## src/xtea_pkg.sv

```systemverilog
// Shared types and constants for the XTEA block cipher.
// Used by xtea_cell and xtea_block_cipher; depends on nothing else.
package xtea_pkg;

   localparam int unsigned CYCLE_COUNT = 32;
   localparam int unsigned STAGE_COUNT = 2 * CYCLE_COUNT;

   localparam logic [31:0] DELTA = 32'h9e3779b9;
   localparam logic [63:0] DEC_SUM_PRODUCT = 64'(DELTA) * 64'(CYCLE_COUNT);
   localparam logic [31:0] DEC_SUM_INIT = DEC_SUM_PRODUCT[31:0];

   localparam logic [1:0] KEY_WORD_ZERO_IDX  = 2'd0;
   localparam logic [1:0] KEY_WORD_ONE_IDX   = 2'd1;
   localparam logic [1:0] KEY_WORD_TWO_IDX   = 2'd2;
   localparam logic [1:0] KEY_WORD_THREE_IDX = 2'd3;

   localparam logic KIND_ENCRYPT = 1'b0;
   localparam logic KIND_DECRYPT = 1'b1;

   typedef logic [3:0][31:0] key_type;

   // One item in flight: the word pair is kept in swapped form, so that every
   // cell updates the second word from the first and then exchanges them.
   typedef struct packed {
      logic        kind;
      logic        phase;
      logic [31:0] sum;
      logic [31:0] upper;
      logic [31:0] lower;
   } stage_type;

endpackage

```

## src/xtea_cell.sv

```systemverilog
// One half-round cell of the XTEA chain, with its stage register.
// Depends on xtea_pkg for the stage and key types.
module xtea_cell import xtea_pkg::*; (
   input  logic      clock,
   input  logic      reset,
   input  logic      load,
   input  logic      prev_valid,
   input  stage_type prev_stage,
   input  key_type   key,
   output logic      valid_out,
   output stage_type stage_out
);

   logic      valid_ff, valid_in;
   stage_type stage_ff, stage_in;

   logic [31:0] mix;
   logic [31:0] round_key;
   logic [31:0] feistel;
   logic [1:0]  key_sel;
   logic        use_high;

   always_comb begin
      // Encryption reads the low selector on the first half and the high one
      // on the second; decryption runs the other way round.
      use_high  = prev_stage.kind ^ prev_stage.phase;
      key_sel   = use_high ? prev_stage.sum[12:11] : prev_stage.sum[1:0];
      mix       = ((prev_stage.upper << 4) ^ (prev_stage.upper >> 5)) + prev_stage.upper;
      round_key = prev_stage.sum + key[key_sel];
      feistel   = mix ^ round_key;

      stage_in.kind  = prev_stage.kind;
      stage_in.phase = ~prev_stage.phase;
      stage_in.lower = prev_stage.upper;
      if (prev_stage.kind == KIND_DECRYPT) begin
         stage_in.upper = prev_stage.lower - feistel;
      end else begin
         stage_in.upper = prev_stage.lower + feistel;
      end
      // The running sum moves between the two halves of a cycle.
      if (prev_stage.phase) begin
         stage_in.sum = prev_stage.sum;
      end else if (prev_stage.kind == KIND_DECRYPT) begin
         stage_in.sum = prev_stage.sum - DELTA;
      end else begin
         stage_in.sum = prev_stage.sum + DELTA;
      end

      valid_in = load ? prev_valid : valid_ff;
   end

   always_ff @(posedge clock) begin
      if (reset) begin
         valid_ff <= 1'b0;
      end else begin
         valid_ff <= valid_in;
      end
   end

   always_ff @(posedge clock) begin
      if (load) begin
         stage_ff <= stage_in;
      end
   end

   assign valid_out = valid_ff;
   assign stage_out = stage_ff;

endmodule

```

## config.mk

```make
export PLATFORM = sky130hd
export DESIGN_NAME = xtea_cell
export DESIGN_NICKNAME = d
export VERILOG_FILES = /design/src/xtea_pkg.sv /design/src/xtea_cell.sv
export SDC_FILE = /design/constraint.sdc
export NUM_CORES = 1
export LEC_CHECK = 0
export BUFFER_PORTS_ARGS = -buffer_cell sky130_fd_sc_hd__buf_4
export CAP_MARGIN = 5
export CORE_MARGIN = 1
export CORE_UTILIZATION = 43
export CTS_CLUSTER_DIAMETER = 200
export CTS_CLUSTER_SIZE = 28
export DETAILED_ROUTE_END_ITERATION = 8
export PLACE_DENSITY_LB_ADDON = 0.08
export SLEW_MARGIN = 10
export SYNTH_ARGS = -nofsm -noshare
export SYNTH_HDL_FRONTEND = slang
export SYNTH_SLANG_ARGS = --single-unit
```

## constraint.sdc

```tcl
create_clock -name clock -period 15.8 [get_ports clock]
set_input_delay 3.16 -clock clock [delete_from_list [all_inputs] [get_ports clock]]
set_output_delay 3.16 -clock clock [all_outputs]
set_load 0.01 [all_outputs]
```

==> impl_metrics.toml <==
[worst_setup_path]
critical-path-top-delay-family = "compound AO/OA/AOI/OAI gates"
path_class = "in -> reg"
arr_time_crit_path_ns = 11.33
cpMostUsedCell = "sky130_fd_sc_hd__a21o_1"
cp-start-kind = "input port"
required_ns = 15.91
path_max_fanout = 65
worst_path_max_delay_cell = "sky130_fd_sc_hd__or4b_1"
cpPeakStageDelay_ns = 0.58
worst_setup_path_end_kind = "flip-flop"
cp.buffers_inverters = 2

[floorplanning]
die_area_um2 = 26790
dieHeight_um = 163.7
design.core.area_um2 = 25400
floorplan.io_pins = 329
die-width_um = 163.7
number_of_core_rows = 58
initial_core_util_pct = 44.25

[yosys]
post_synthesis_register_bit_count = 99
yosys_warnings = 0
synthesized_area_per_cell_um2 = 9.564
synth-edff-count = 98
yosysUniqueCellTypes = 77
seq_area_frac_synth_pct = 26.36
synthesis.nets = 1537
asyncSetResetFlopFracSynth_pct = 0
synth_ff_type = "sky130_fd_sc_hd__edfxtp_1"
postSynthCellCount = 1175
post_synth_instance_area_um2 = 11240

[drt]
via_per_inst = 5.589
detail-route-antenna-nets = 0
finalWirelength_um = 33220
drt_pass1_iterations = 5
drt_iter0_drc = 570
vias = 10250
drc = 0
avgRoutedWirePerCell_um = 18.12

[pwr]
cellLeakagePower_nw = 6.248
vdd_ir_drop_max_mv = 0.08353
power.density_cell_area_nw_per_um2 = 134.9
totalPowerFinal_mw = 1.941

[cells_and_area]
nNetsFinal = 1861
final_common_cell = "sky130_fd_sc_hd__buf_4"
n_antenna_cell = 0
layout_cells_sized_above_1_pct = 26.93
syn2layout_area_growth_pct = 28.05
layout_common_cells = "sky130_fd_sc_hd__buf_4, sky130_fd_sc_hd__ha_1, sky130_fd_sc_hd__xnor2_1, sky130_fd_sc_hd__a21oi_1, sky130_fd_sc_hd__edfxtp_1"

[timing]
timing_hold_violations_final = 0
timing.setup.tns_ns = 0
pin_slew_with_the_least_headroom_to_its_limit_ns = 0.7849
min_period_ns = 11.22
clock-skew-final_ns = 0
worst_slew_margin_rel_pct = 47.67
grt_setup_unrepaired = "no"
fmax_mhz = 89.15
final-setup-viol-count = 0
fin_crit_sh_pct = 70.99
drv_slew = 0

[clock_tree]
clk-insertion-delay-late_ns = 0.36
number_of_instances_resized_during_post_cts_repair = 0
cts_hold_buffers = 0
cts_max_level = 3
cts-buffers-inserted = 9
cts-root-to-sink-buffers = 2
setup_bufs_post_cts = 0
clock_sink_count = 99
clk_transition_reported_paths_ns = 0.08
tritoncts = "done"
cts-root-buf = "sky130_fd_sc_hd__clkbuf_16"

[grt]
antenna_violations_before_repair = 0
grt_first_pass_wirelength_um = 51870
grt_max_degree = 66
groute.usage.overall_pct = 24.90
vias_in_the_first_global_route = 10020
globalRouteOverflowTotal = 0

[run]
maxCapViolCount = 0

[hold_path]
hp-class = "reg -> reg"

[placed_design]
io_buffer_count = 328
routabilityCongestion = 0.9248
dp.final_hpwl_um = 27690

[outcome]
status = "completed"
## state kept, by name (all words and copies together) (netlist names)
signal	cells
valid_out	1
stage_out	98
## metal layers
metal	track usage [%]	part of all wire, %	vias up
met5	0	0	-
met4	6.439	1.5	0
met3	2.260	4.9	33
met2	41.72	47	303
met1	34.30	47	4777
li1	-	-	5138
## report_power, final
group	leakage (nW)	switching, mW	total (mW)	internal, mW
clock network	0.143	0.113	0.228	0.115
logic	5.14	0.696	1.30	0.603
registers	0.967	0.0155	0.415	0.399
total	6.25	0.825	1.94	1.12
## Yosys cell counts (6+ instances only)
master | instances | share of area, %
sky130_fd_sc_hd__o31ai_1 | 11 | 0.73
sky130_fd_sc_hd__or3_1 | 7 | 0.39
sky130_fd_sc_hd__clkbuf_1 | 18 | 0.60
sky130_fd_sc_hd__o2111ai_1 | 6 | 0.47
sky130_fd_sc_hd__o31a_1 | 7 | 0.55
sky130_fd_sc_hd__o21bai_1 | 7 | 0.47
sky130_fd_sc_hd__nor2_1 | 65 | 2.2
sky130_fd_sc_hd__o21ai_1 | 7 | 0.31
sky130_fd_sc_hd__a211oi_1 | 7 | 0.47
sky130_fd_sc_hd__ha_1 | 128 | 14
sky130_fd_sc_hd__nor3_1 | 14 | 0.62
sky130_fd_sc_hd__and3_1 | 6 | 0.33
sky130_fd_sc_hd__edfxtp_1 | 98 | 26
sky130_fd_sc_hd__a21o_1 | 47 | 3.1
sky130_fd_sc_hd__nand4_1 | 11 | 0.61
sky130_fd_sc_hd__o211ai_1 | 10 | 0.67
sky130_fd_sc_hd__nor2b_1 | 13 | 0.72
sky130_fd_sc_hd__and2_1 | 6 | 0.33
sky130_fd_sc_hd__nand2_1 | 86 | 2.9
sky130_fd_sc_hd__a21oi_1 | 112 | 5.0
sky130_fd_sc_hd__nand2b_1 | 20 | 1.1
sky130_fd_sc_hd__o21ai_0 | 77 | 3.4
sky130_fd_sc_hd__o21a_1 | 20 | 1.3
sky130_fd_sc_hd__or2_2 | 6 | 0.33
sky130_fd_sc_hd__nand3_1 | 23 | 1.0
sky130_fd_sc_hd__a31oi_1 | 15 | 0.84
sky130_fd_sc_hd__and4_1 | 6 | 0.47
sky130_fd_sc_hd__xnor2_1 | 117 | 9.1
sky130_fd_sc_hd__inv_1 | 36 | 1.2
sky130_fd_sc_hd__nor4_1 | 8 | 0.45
sky130_fd_sc_hd__mux4_2 | 32 | 6.4
sky130_fd_sc_hd__xor2_1 | 65 | 5.1
## metrics by stage
stage,cells,cell area (um2),worst slack (ns),hold slack [ns],utilization [%]
3_5_place_dp,1818,14090,4.194,0.4978,55.49
5_1_grt,1834,14390,3.911,0.5536,56.66
3_3_place_gp,1818,14090,4.330,0.4800,55.49
2_1_floorplan,1175,11240,5.157,0.5279,-
4_1_cts,1834,14390,4.578,0.5165,56.66
6_report,1834,14390,4.583,0.5146,56.66
## final timing paths
| path | start | to | slack [ns] | depth (start not counted) |
|---|---|---|---|---|
| hold reg to reg | valid_out$_SDFFE_PP0P_ | valid_out$_SDFFE_PP0P_ | 0.51 | 2 |
| hold / removal | valid_out$_SDFFE_PP0P_ | valid_out$_SDFFE_PP0P_ | 0.51 | 2 |
| setup reg to reg | valid_out$_SDFFE_PP0P_ | valid_out$_SDFFE_PP0P_ | 15.21 | 2 |
| setup / recovery | prev_stage[96] | stage_out[63]$_DFFE_PP_ | 4.58 | 30 |
## worst min-delay path, delay by kind of cell (launching register included)
kind / cells / cell delay [ns]
flops: 1 / 0.33
simple gates: 1 / 0.08
mux: 1 / 0.06
## kinds of logic (layout without fill, tap and decap cells)
group | Yosys count | count (layout) | share of synthesized area [%]
xor gates and xnor gates | 188 | 188 | 15.33
buffers and inverters | 55 | 384 | 1.837
and+or+nand+nor | 298 | 298 | 13.71
DFF | 99 | 99 | 26.36
adders and majority gates | 132 | 132 | 14.96
muxes | 36 | 36 | 6.780
AOI/OAI and AO/OA | 367 | 367 | 21.02
## final cells by class
class                           count  area [um2]
Tap cell                          330       412.9
Fill cell                        2385       11010
Clock buffer                       10       239.0
Inverter                           36       135.1
Sequential cell                    99        2963
Multi-Input combinational cell   1021        8092
Clock inverter                      6       56.30
Timing Repair Buffer              332        2492
(Power assumes the default switching activity.)
